--- config.mk ---
export PLATFORM = sky130hd
export DESIGN_NAME = postfix_stack_evaluator_unit
export DESIGN_NICKNAME = d
export VERILOG_FILES = /design/src/design/psev_pkg.sv /design/src/design/psev_stack.sv /design/src/design/psev_alu.sv /design/src/design/postfix_stack_evaluator_unit.sv
export SDC_FILE = /design/constraint.sdc
export NUM_CORES = 2
export LEC_CHECK = 0
export ABC_CLOCK_PERIOD_IN_PS = 20100
export BUFFER_PORTS_ARGS = -buffer_cell sky130_fd_sc_hd__buf_4
export CAP_MARGIN = 25
export CELL_PAD_IN_SITES_DETAIL_PLACEMENT = 1
export CELL_PAD_IN_SITES_GLOBAL_PLACEMENT = 2
export CORE_ASPECT_RATIO = 1.1
export CORE_UTILIZATION = 52
export DETAILED_ROUTE_END_ITERATION = 8
export MAX_ROUTING_LAYER = met4
export PLACE_DENSITY_LB_ADDON = 0.1
export SKIP_LAST_GASP = 1
export SYNTH_ARGS = -nofsm -noshare
export SYNTH_HDL_FRONTEND = slang
export SYNTH_HIERARCHICAL = 1
export SYNTH_SLANG_ARGS = --single-unit
--- constraint.sdc ---
create_clock -name clk -period 20.1 [get_ports clk]
set_input_delay 5.025 -clock clk [delete_from_list [all_inputs] [get_ports clk]]
set_output_delay 5.025 -clock clk [all_outputs]
set_load 0.05 [all_outputs]
--- src/design/psev_pkg.sv ---
`timescale 1ns / 1ps
`default_nettype none
// ----------------------------------------------------------------------------
// psev_pkg: shared types and constants
// Opcodes, status codes and the request/response structs between the
// sequencer and the shared arithmetic unit.
// ----------------------------------------------------------------------------
package psev_pkg;

	localparam int DATA_W  = 32;
	localparam int OP_W    = 3;
	localparam int ST_W    = 2;
	localparam int DEPTH_W = 7;

	localparam logic [OP_W-1:0] OP_PUSH = 3'd0;
	localparam logic [OP_W-1:0] OP_ADD  = 3'd1;
	localparam logic [OP_W-1:0] OP_SUB  = 3'd2;
	localparam logic [OP_W-1:0] OP_MUL  = 3'd3;
	localparam logic [OP_W-1:0] OP_DIV  = 3'd4;

	localparam logic [ST_W-1:0] ST_OK        = 2'd0;
	localparam logic [ST_W-1:0] ST_UNDERFLOW = 2'd1;
	localparam logic [ST_W-1:0] ST_OVERFLOW  = 2'd2;
	localparam logic [ST_W-1:0] ST_DIVZERO   = 2'd3;

	typedef struct packed {
		logic            start;
		logic [OP_W-1:0] op;
	} alu_req_t;

	typedef struct packed {
		logic done;
		logic divzero;
	} alu_rsp_t;

endpackage
`default_nettype wire

--- src/design/psev_stack.sv ---
`timescale 1ns / 1ps
`default_nettype none
// ----------------------------------------------------------------------------
// psev_stack: operand stack storage
// Single write port, single registered read port.
// ----------------------------------------------------------------------------
module psev_stack #(
	parameter int DEPTH  = 64,
	parameter int ADDR_W = 6
) (
	input  wire logic                       clk,
	input  wire logic                       we,
	input  wire logic [ADDR_W-1:0]          waddr,
	input  wire logic [psev_pkg::DATA_W-1:0] wdata,
	input  wire logic [ADDR_W-1:0]          raddr,
	output logic      [psev_pkg::DATA_W-1:0] rdata
);
	import psev_pkg::*;

	logic [DATA_W-1:0] mem [DEPTH];
	logic [DATA_W-1:0] rdata_q;

	always_ff @(posedge clk) begin
		if (we) begin
			mem[waddr] <= wdata;
		end
		rdata_q <= mem[raddr];
	end

	assign rdata = rdata_q;

endmodule
`default_nettype wire

--- src/design/psev_alu.sv ---
`timescale 1ns / 1ps
`default_nettype none
// ----------------------------------------------------------------------------
// psev_alu: shared arithmetic unit
// Add, subtract and multiply into the result register; signed truncating
// divide by a restoring divider, one quotient bit per cycle, then a sign fix.
// ----------------------------------------------------------------------------
module psev_alu (
	input  wire logic                        clk,
	input  wire logic                        arst_n,
	input  wire psev_pkg::alu_req_t          req,
	input  wire logic [psev_pkg::DATA_W-1:0] lhs,
	input  wire logic [psev_pkg::DATA_W-1:0] rhs,
	output psev_pkg::alu_rsp_t               rsp,
	output logic      [psev_pkg::DATA_W-1:0] result
);
	import psev_pkg::*;

	localparam int CNT_W = $clog2(DATA_W);

	typedef enum logic [2:0] {
		A_IDLE = 3'b001,
		A_DIV  = 3'b010,
		A_FIX  = 3'b100
	} alu_state_t;

	alu_state_t        state_q;
	logic              done_q;
	logic              divz_q;
	logic [DATA_W-1:0] res_q;
	logic [DATA_W-1:0] rem_q;
	logic [DATA_W-1:0] quo_q;
	logic [DATA_W-1:0] den_q;
	logic [CNT_W-1:0]  cnt_q;
	logic              neg_q;

	logic [DATA_W-1:0] mag_l;
	logic [DATA_W-1:0] mag_r;
	logic [DATA_W:0]   shifted;
	logic [DATA_W:0]   diff;

	assign mag_l   = lhs[DATA_W-1] ? (~lhs + 1'b1) : lhs;
	assign mag_r   = rhs[DATA_W-1] ? (~rhs + 1'b1) : rhs;
	assign shifted = {rem_q, quo_q[DATA_W-1]};
	assign diff    = shifted - {1'b0, den_q};

	always_ff @(posedge clk or negedge arst_n) begin
		if (!arst_n) begin
			state_q <= A_IDLE;
			done_q  <= 1'b0;
			divz_q  <= 1'b0;
		end else begin
			case (state_q)
				A_IDLE: begin
					if (req.start) begin
						if ((req.op == OP_DIV) && (rhs != '0)) begin
							done_q  <= 1'b0;
							divz_q  <= 1'b0;
							state_q <= A_DIV;
						end else begin
							done_q <= 1'b1;
							divz_q <= (req.op == OP_DIV);
						end
					end else begin
						done_q <= 1'b0;
					end
				end
				A_DIV: begin
					done_q <= 1'b0;
					if (cnt_q == '0) begin
						state_q <= A_FIX;
					end
				end
				A_FIX: begin
					done_q  <= 1'b1;
					state_q <= A_IDLE;
				end
				default: begin
					done_q  <= 1'b0;
					state_q <= A_IDLE;
				end
			endcase
		end
	end

	always_ff @(posedge clk) begin
		case (state_q)
			A_IDLE: begin
				if (req.start) begin
					rem_q <= '0;
					quo_q <= mag_l;
					den_q <= mag_r;
					neg_q <= lhs[DATA_W-1] ^ rhs[DATA_W-1];
					cnt_q <= CNT_W'(DATA_W - 1);
					case (req.op)
						OP_ADD:  res_q <= lhs + rhs;
						OP_SUB:  res_q <= lhs - rhs;
						OP_MUL:  res_q <= lhs * rhs;
						default: res_q <= '0;
					endcase
				end
			end
			A_DIV: begin
				cnt_q <= cnt_q - 1'b1;
				if (!diff[DATA_W]) begin
					rem_q <= diff[DATA_W-1:0];
					quo_q <= {quo_q[DATA_W-2:0], 1'b1};
				end else begin
					rem_q <= shifted[DATA_W-1:0];
					quo_q <= {quo_q[DATA_W-2:0], 1'b0};
				end
			end
			A_FIX: begin
				res_q <= neg_q ? (~quo_q + 1'b1) : quo_q;
			end
			default: begin
				res_q <= res_q;
			end
		endcase
	end

	assign rsp.done    = done_q;
	assign rsp.divzero = divz_q;
	assign result      = res_q;

endmodule
`default_nettype wire

--- src/design/postfix_stack_evaluator_unit.sv ---
// Push or unused opcode pass from acceptance through decode to writeback; add,
// subtract and multiply also pass an issue and a wait state for the shared
// arithmetic unit, where divide runs the one-bit-per-cycle restoring divider.
// One item at a time: in_ready is high only while the sequencer is idle, so
// a new item is taken only once the previous one has been committed.
// A finished result waits in the output register while the next item is taken.
// Reset (arst_n low) empties the stack at once; stack contents are not cleared.
`timescale 1ns / 1ps
`default_nettype none
// ----------------------------------------------------------------------------
// postfix_stack_evaluator_unit: RPN evaluator on an operand stack
// Sequencer around the stack memory and the shared arithmetic unit.
// ----------------------------------------------------------------------------
module postfix_stack_evaluator_unit #(
	parameter int STACK_DEPTH = 64
) (
	input  wire logic                                clk,
	input  wire logic                                arst_n,
	input  wire logic                                in_valid,
	output logic                                     in_ready,
	input  wire logic        [psev_pkg::OP_W-1:0]    opcode,
	input  wire logic signed [psev_pkg::DATA_W-1:0]  operand_value,
	output logic                                     out_valid,
	input  wire logic                                out_ready,
	output logic signed      [psev_pkg::DATA_W-1:0]  top_value,
	output logic             [$clog2(STACK_DEPTH + 1)-1:0] stack_depth,
	output logic             [psev_pkg::ST_W-1:0]    status
);
	import psev_pkg::*;

	localparam int ADDR_W = (STACK_DEPTH > 1) ? $clog2(STACK_DEPTH) : 1;
	localparam int CNT_W  = $clog2(STACK_DEPTH + 1);

	typedef enum logic [4:0] {
		S_IDLE   = 5'b00001,
		S_DECODE = 5'b00010,
		S_OPER   = 5'b00100,
		S_WAIT   = 5'b01000,
		S_WB     = 5'b10000
	} seq_state_t;

	seq_state_t        state_q;
	logic [OP_W-1:0]   op_q;
	logic [DATA_W-1:0] val_q;
	logic [CNT_W-1:0]  count_q;
	logic [DATA_W-1:0] top_q;
	logic [DATA_W-1:0] res_q;
	logic              divz_q;

	logic              out_valid_q;
	logic [DATA_W-1:0] top_value_q;
	logic [CNT_W-1:0]  stack_depth_q;
	logic [ST_W-1:0]   status_q;

	alu_req_t          alu_req;
	alu_rsp_t          alu_rsp;
	logic [DATA_W-1:0] alu_res;
	logic [DATA_W-1:0] lhs;
	logic [DATA_W-1:0] rhs;
	logic [DATA_W-1:0] mem_rdata;

	logic              is_push;
	logic              is_arith;
	logic              full;
	logic              count_ge2;
	logic [ADDR_W-1:0] lhs_idx;
	logic              commit;
	logic              we;
	logic [ADDR_W-1:0] waddr;
	logic [DATA_W-1:0] wdata;
	logic [CNT_W-1:0]  count_nxt;
	logic [DATA_W-1:0] top_nxt;
	logic [ST_W-1:0]   status_nxt;
	logic [CNT_W-1:0]  count_m2;

	assign is_push   = (op_q == OP_PUSH);
	assign is_arith  = (op_q >= OP_ADD) && (op_q <= OP_DIV);
	assign full      = (count_q == CNT_W'(STACK_DEPTH));
	assign count_ge2 = (count_q >= CNT_W'(2));
	assign count_m2  = count_q - CNT_W'(2);
	assign lhs_idx   = count_m2[ADDR_W-1:0];
	assign commit    = (state_q == S_WB) && (!out_valid_q || out_ready);

	assign rhs = (count_q != '0) ? top_q : '1;
	assign lhs = count_ge2 ? mem_rdata : '1;

	assign alu_req.start = (state_q == S_OPER);
	assign alu_req.op    = op_q;

	always_comb begin
		we         = 1'b0;
		waddr      = count_q[ADDR_W-1:0];
		wdata      = val_q;
		count_nxt  = count_q;
		status_nxt = ST_OK;
		if (is_push) begin
			if (full) begin
				status_nxt = ST_OVERFLOW;
			end else begin
				we        = commit;
				count_nxt = count_q + CNT_W'(1);
			end
		end else if (is_arith) begin
			we    = commit;
			wdata = res_q;
			if (count_ge2) begin
				waddr     = lhs_idx;
				count_nxt = count_q - CNT_W'(1);
			end else begin
				waddr      = '0;
				count_nxt  = CNT_W'(1);
			end
			if (!count_ge2) begin
				status_nxt = ST_UNDERFLOW;
			end else if (divz_q) begin
				status_nxt = ST_DIVZERO;
			end
		end
		top_nxt = (we || (commit == 1'b0 && is_arith)) ? wdata : top_q;
		if (is_push && !full) begin
			top_nxt = val_q;
		end
	end

	psev_stack #(
		.DEPTH  (STACK_DEPTH),
		.ADDR_W (ADDR_W)
	) u_stack (
		.clk   (clk),
		.we    (we),
		.waddr (waddr),
		.wdata (wdata),
		.raddr (lhs_idx),
		.rdata (mem_rdata)
	);

	psev_alu u_alu (
		.clk    (clk),
		.arst_n (arst_n),
		.req    (alu_req),
		.lhs    (lhs),
		.rhs    (rhs),
		.rsp    (alu_rsp),
		.result (alu_res)
	);

	always_ff @(posedge clk or negedge arst_n) begin
		if (!arst_n) begin
			state_q     <= S_IDLE;
			count_q     <= '0;
			out_valid_q <= 1'b0;
		end else begin
			if (commit) begin
				out_valid_q <= 1'b1;
			end else if (out_valid_q && out_ready) begin
				out_valid_q <= 1'b0;
			end
			case (state_q)
				S_IDLE: begin
					if (in_valid) begin
						state_q <= S_DECODE;
					end
				end
				S_DECODE: begin
					state_q <= is_arith ? S_OPER : S_WB;
				end
				S_OPER: begin
					state_q <= S_WAIT;
				end
				S_WAIT: begin
					if (alu_rsp.done) begin
						state_q <= S_WB;
					end
				end
				S_WB: begin
					if (commit) begin
						count_q <= count_nxt;
						state_q <= S_IDLE;
					end
				end
				default: begin
					state_q <= S_IDLE;
				end
			endcase
		end
	end

	always_ff @(posedge clk) begin
		if (in_valid && in_ready) begin
			op_q  <= opcode;
			val_q <= operand_value;
		end
		if ((state_q == S_WAIT) && alu_rsp.done) begin
			res_q  <= alu_res;
			divz_q <= alu_rsp.divzero;
		end
		if (commit) begin
			top_q         <= top_nxt;
			top_value_q   <= (count_nxt == '0) ? '1 : top_nxt;
			stack_depth_q <= count_nxt;
			status_q      <= status_nxt;
		end
	end

	assign in_ready    = (state_q == S_IDLE);
	assign out_valid   = out_valid_q;
	assign top_value   = top_value_q;
	assign stack_depth = stack_depth_q;
	assign status      = status_q;

	// stack never holds more than its depth
	assert property (@(posedge clk) disable iff (!arst_n)
		count_q <= CNT_W'(STACK_DEPTH))
		else $error("stack count beyond depth");

	// an arithmetic item always leaves at least one entry
	assert property (@(posedge clk) disable iff (!arst_n)
		(commit && is_arith) |=> (count_q != '0))
		else $error("arithmetic item left stack empty");

	// overflow only reported against a full stack
	assert property (@(posedge clk) disable iff (!arst_n)
		(commit && status_nxt == ST_OVERFLOW) |-> full)
		else $error("overflow without full stack");

	// arithmetic unit answers only while the sequencer waits for it
	assert property (@(posedge clk) disable iff (!arst_n)
		alu_rsp.done |-> (state_q == S_WAIT))
		else $error("arithmetic unit done outside wait");

	// sequencer returns to idle once a result is committed
	assert property (@(posedge clk) disable iff (!arst_n)
		commit |=> !out_valid_q || (state_q == S_IDLE))
		else $error("sequencer not idle after commit");

endmodule
`default_nettype wire
# --- Word level (Yosys, flattened, before mapping) ---
# Memories as Yosys holds them, arrays and structs flattened. A register that Yosys moved wholly into a read port is not among the register bits.
# Cells that the tools add are included.
classes:
  n_addsub: 10
  multipliers: 1
  n_lt_le_gt_ge: 3
  eq_ne: 19
  n_mux: 52
  bitwise_logic: 5
  reduce_logical: 26
ops:
  columns: ["operator", "n"]
  rows:
  - ["$mux 32", 12]
  - ["$pmux 32 s2", 3]
  - ["$add 32x1->32 const B", 3]
  - ["$not 32->32", 3]
  - ["$pmux 32 s3", 1]
  - ["$sub 33x32->33", 1]
  - ["$add 32x32->32", 1]
  - ["$mul 32x32->32", 1]
  - ["$reduce_bool 32->1", 1]
  - ["$sub 32x32->32", 1]
  - ["$mux 31", 1]
  - ["$mux 7", 4]
  - ["$mux 5", 5]
  - ["$pmux 5 s5", 1]
  - ["$mux 6", 3]
  - ["$mux 1", 11]
  - ["$mux 2", 5]
  - ["$pmux 5 s2", 1]
  - ["$eq 3x2->1 const B", 3]
  - ["$mux 3", 3]
  - ["$logic_and 1x1->1", 8]
  - ["$reduce_and 2->1", 4]
  - ["$add 7x1->7 const B", 1]
  - ["$eq 7x7->1 const B", 1]
  - ["27 further kinds", 38]
totals:
  regBits: 293
  ramBits: 2048
  in_bits: 39
  out_inout_bits: 43
  wordCells: 138
  mem_count: 1
memory_table:
  columns: ["memory", "depth", "width", "read_ports", "rd_clocked_by_memory_dff", "wr", "line", "text"]
  rows:
  - ["u_stack.mem", 64, 32, 1, 1, 1, "psev_stack.sv:20", "logic [DATA_W-1:0] mem [DEPTH];"]

# --- Longest topological paths before layout ---
logic_depth:
  depth_word: 8
  depth_mapped: 36

# --- By module ---
# Netlist, hierarchy kept.
by_module_without_submodules:
  columns: ["mod", "instances", "cells_per_inst", "area_each_um2"]
  rows:
  - ["psev_stack", 1, 3324, 78515.3]
  - ["psev_alu", 1, 2983, 27088.5]
  - ["postfix_stack_evaluator_unit", 1, 815, 8156.6]

# --- Least setup slack after synthesis ---
# OpenSTA, ideal clock, no wires.
synth_timing:
  path_kind: "input-to-reg"
  from: "input port out_ready"
  to: "memory u_stack.mem[49][0] (enable)"
  setup_time_ns: 0.461
  arrival_time_ns: 10.841
  t_required_ns: 19.639
  path_slack_ns: 8.798
  cell_stages: 8
  path_buffers: 1
  cell_sequence: "nand2b_1 > and3_1 > buf_1 > o21ai_0 > nor2_1 > nor2b_1 > nand4_1 > nor3_1"
synth_between:
  elab_chain_len: 6
  elab_cells_between_ends: 7
synth_rtl:
  columns: ["item", "line", "text"]
  rows:
  - ["start: declaration", "postfix_stack_evaluator_unit.sv:24", "input wire logic out_ready,"]
  - ["$logic_or 1x1->1 (*)", "postfix_stack_evaluator_unit.sv:82", "assign commit = (state_q == S_WB) && (!out_valid_q || out_ready);"]
  - ["$logic_and 1x1->1 (*)", "postfix_stack_evaluator_unit.sv:82", null]
  - ["via commit", "postfix_stack_evaluator_unit.sv:67", "logic commit;"]
  - ["$mux 1 (on tied branches)", "postfix_stack_evaluator_unit.sv:103, postfix_stack_evaluator_unit.sv:97", null]
  - ["$mux 1 (*)", "postfix_stack_evaluator_unit.sv:96", "if (is_push) begin"]
  - ["via we", "postfix_stack_evaluator_unit.sv:68", "logic we;"]
  - ["$mux 1 (*)", "psev_stack.sv:24", "if (we) begin"]
  - ["$mux 1 (not written as such) (*)", "psev_stack.sv:25", "mem[waddr] <= wdata;"]
  - ["end: declaration", "psev_stack.sv:20", null]
# The timed path passes the listed nets; every way through them passes the cells marked *.

# --- Worst setup path in the final report ---
layout_timing:
  from: "register count_q[1]"
  to: "register u_alu.res_q[31] (netlist: u_alu/result[31]) (data pin)"
layout_between:
  elab_chain_len: 6
  elab_cells_between_ends: 10
layout_rtl:
  columns: ["item", "line", "text"]
  rows:
  - ["start: declaration", "postfix_stack_evaluator_unit.sv:45", "logic [CNT_W-1:0] count_q;"]
  - ["start signal: assignment", "postfix_stack_evaluator_unit.sv:177", "count_q <= count_nxt;"]
  - ["$ge 7x2->1 (*)", "postfix_stack_evaluator_unit.sv:79", "assign count_ge2 = (count_q >= CNT_W'(2));"]
  - ["$mux 32 (*)", "postfix_stack_evaluator_unit.sv:85", "assign lhs = count_ge2 ? mem_rdata : '1;"]
  - ["via lhs[19]", "postfix_stack_evaluator_unit.sv:58", "logic [DATA_W-1:0] lhs;"]
  - ["$mul 32x32->32, or another cell as far along", "psev_alu.sv:98", "OP_MUL: res_q <= lhs * rhs;"]
  - ["$pmux 32 s3 (*)", "psev_alu.sv:95", "case (req.op)"]
  - ["$mux 32 (*)", "psev_alu.sv:89", "if (req.start) begin"]
  - ["$pmux 32 s2 (*)", "psev_alu.sv:87", "case (state_q)"]
  - ["end signal: assignment", "psev_alu.sv:96", "OP_ADD: res_q <= lhs + rhs;"]
  - ["end signal: assignment", "psev_alu.sv:97", "OP_SUB: res_q <= lhs - rhs;"]
  - ["end signal: assignment", "psev_alu.sv:98", null]
  - ["end: declaration", "psev_alu.sv:30", "logic [DATA_W-1:0] res_q;"]
# The timed path passes the listed nets; every way through them passes the cells marked *. The select of a mux whose other input is x is not followed.
# A chain may end at the register's enable or synchronous reset.

==> flow_metrics.py <==
metrics = {
    "outcome": {
        "outcome": "complete, no violations",
    },
    "cells_and_area": {
        "drive_gt1_frac": 0.189,
        "nets": 7880,
        "finish.instance_area_um2": 126000,
        "fin_cells": 10300,
        "syn_to_final_growth_pct": 10.9,
    },
    "worst_hold_path": {
        "hold_class": "reg -> reg",
        "hold_depth": 0,
    },
    "worst_setup_path": {
        "worst_path_most_repeated_cell": "fa_1",
        "crit_required_ps": 20670,
        "path_class": "reg -> reg",
        "cp_slowest_cell": "nand2b_1",
        "crit_path_end_kind": "flop",
        "worstPathMaxFanout": 85,
        "arrival_ps": 10520,
        "reg2reg_depth": 28,
        "r2r_setup_slack_ps": 10150,
        "start_kind": "flop",
        "critPathMaxStageDelay_ps": 720,
    },
    "clocking": {
        "path_clk_slew_ps": 70,
        "cts_setup_buffers": 0,
        "tritoncts": "done",
        "cts_sinks": 2373,
        "hold_buffers": 0,
        "insertion_delay_ps": 910,
        "ctsResizeCount": 0,
        "numCtsBuffers": 231,
        "clk_path_buf_depth": 3,
        "cts-root-buf": "clkbuf_16",
        "htree_levels": 4,
    },
    "detailed_routing": {
        "dr_wl_met2_mm": 178,
        "routedWlPerCell_um": 33.1,
        "highest_layer": "met4",
        "firstDrtPassIters": 5,
        "wl_met1_mm": 126,
        "ant_nets": 0,
        "vias": 64600,
        "routed-wl-met3_mm": 21.7,
        "viasPerCell": 6.25,
        "drt_iter0_drc": 6401,
        "drc": 0,
        "wirelength_mm": 342,
    },
    "floorplanning": {
        "die_y_um": 493,
        "die_area_um2": 221000,
        "die_w_um": 448,
        "core_area_um2": 217000,
        "num_io_pins": 82,
        "initial_core_util": 0.525,
        "rows": 179,
    },
    "placed_design": {
        "gp_congestion": 0.897,
        "dpl.hpwl_mm": 211,
        "portBuffers": 81,
        "place_area_um2": 119000,
        "dp.cells": 9898,
    },
    "logic_synthesis": {
        "synth-seq-cells": 2373,
        "synth_compound_area_frac": 0.0466,
        "synth.largest_area_cell": "edfxtp_1",
        "yosysWarnings": 6,
        "synth_top_area_share": 0.613,
        "synthesis.area_um2": 114000,
        "synth_seq_area_share": 0.623,
        "synth_top_family_by_area": "multiplexers",
        "synth_xor_area_frac": 0.0200,
        "yosys.area_share.adder": 0.0938,
        "synthCells": 7122,
        "yosys-mux-area-fraction": 0.119,
        "yosys.area_share.simple": 0.0670,
        "synth_cell_type_count": 97,
        "synth.avg_cell_area_um2": 16.0,
        "synth_edf_count": 2323,
        "syn-num-nets": 7767,
        "synth.area.top_cells": "edfxtp_1 (61%), mux4_2 (11%), fa_1 (7.2%)",
        "synth_ff_type": "edfxtp_1",
        "async_reset_ff_frac": 0.00759,
    },
    "timing": {
        "rsz0062_at_grt": "no",
        "finalSetupTns_ps": 0,
        "post-route-period-util": 0.495,
        "tightest_slew_ps": 1120,
        "hold_viol": 0,
        "setup-violations-final": 0,
        "post-route-min-period_ps": 9950,
        "whs_ps": 395,
        "max_freq_mhz": 100,
        "drv_slew": 0,
        "skew_ps": 77.3,
        "slew_headroom": 0.248,
    },
    "grt": {
        "grt_pass1_vias": 68600,
        "grt_pass1_wl_mm": 491,
        "grt_remaining_overflow": 0,
        "grt_use_total": 0.325,
        "grt_max_degree": 101,
        "grt_antenna_before_repair": 15,
    },
    "flow_run": {
        "maxCapViolCount": 0,
    },
}
-- routing by layer --
layer / vias up / global-route usage
li1: 26800 / -
met1: 34500 / 0.393
met2: 2634 / 0.548
met3: 652 / 0.0401
met4: 0 / 0.143
met5: - / -
-- area by class of cell --
cell class,count,area (um^2)
Antenna cell,10,25.0
Clock buffer,291,6130
Clock inverter,135,1490
Fill cell,19700,90600
Inverter,442,1670
Multi-Input combinational cell,3889,40100
Sequential cell,2373,70900
Tap cell,2896,3620
Timing Repair Buffer,298,2330
-- kinds of logic (layout without fill, tap and decap cells) --
| logic type | Yosys count | count (layout) |
|---|---|---|
| xor gates and xnor gates | 260 | 260 |
| and+or+nand+nor | 1579 | 1579 |
| AOI/OAI and AO/OA | 771 | 771 |
| adders and majority gates | 607 | 607 |
| muxes | 672 | 672 |
| other | 0 | 10 |
| buffers and inverters | 860 | 1166 |
| DFF | 2373 | 2373 |
-- metrics by stage --
step | util | setup WS (ps)
2_1_floorplan | - | 8800
3_3_place_gp | 0.546 | 10410
3_5_place_dp | 0.547 | 10120
4_1_cts | 0.582 | 10090
5_1_grt | 0.582 | 9640
6_report | 0.582 | 10150
-- Yosys cell counts, drive strengths merged, types with 32 or more instances --
cell type and number:
clkbuf 279, buf 139, mux2i 123, nor2 286
o21ai 127, o31ai 38, dfxtp 32, o21bai 39
fa 410, edfxtp 2323, o22ai 88, nand2b 64
and2 317, ha 196, xor2 108, mux4 544
nand2 652, nor3 34, or2 47, inv 442
a21oi 174, a21o 59, a311oi 42, xnor2 152
-- worst max-delay path: cells and delay by family, from the launching register on --
family	cells	cell delay, ps
fa+ha+maj	10	4710
simple gates	9	2270
buf+inv	4	990
compound gates	4	980
flops	1	520
xor+xnor	1	90
-- registers in the layout, summed over array words and instances, names as in the netlist --
signal	count
divz_q	1
u_alu/quo_q	32
u_alu/result	32
u_stack/rdata	32
val_q	32
state_q	5
u_alu/den_q	32
stack_depth	7
count_q	7
top_value	32
status	2
u_alu/neg_q	1
res_q	32
u_alu/cnt_q	5
out_valid	1
u_alu/rem_q	32
u_alu/divz_q	1
top_q	32
u_stack/mem	2048
u_alu/done_q	1
u_alu/state_q	3
op_q	3
-- path summary, 6_finish.rpt --
check,from,to
max,count_q[1],u_alu/result[31]
min,u_alu/divz_q,divz_q
max reg2reg,count_q[1],u_alu/result[31]
min reg2reg,u_alu/divz_q,divz_q
max in group asynchronous,arst_n,count_q[0]
min in group asynchronous,arst_n,state_q[4]
-- placed cells by master, fill, tap and decap left out, drive strengths merged, types with 123 or more instances in the layout --
| cell | synthesis | final |
|---|---|---|
| buf | 139 | 298 |
| nor2 | 286 | 286 |
| clkbuf | 279 | 291 |
| nand2 | 652 | 652 |
| a21oi | 174 | 174 |
| ha | 196 | 196 |
| xnor2 | 152 | 152 |
| inv | 442 | 446 |
| mux4 | 544 | 544 |
| and2 | 317 | 317 |
| fa | 410 | 410 |
| edfxtp | 2323 | 2323 |
| o21ai | 127 | 127 |
| mux2i | 123 | 123 |
Power is left out: the tool's default activity adds up to more than one toggle a clock period on the data nets, which glitch-free logic cannot reach.
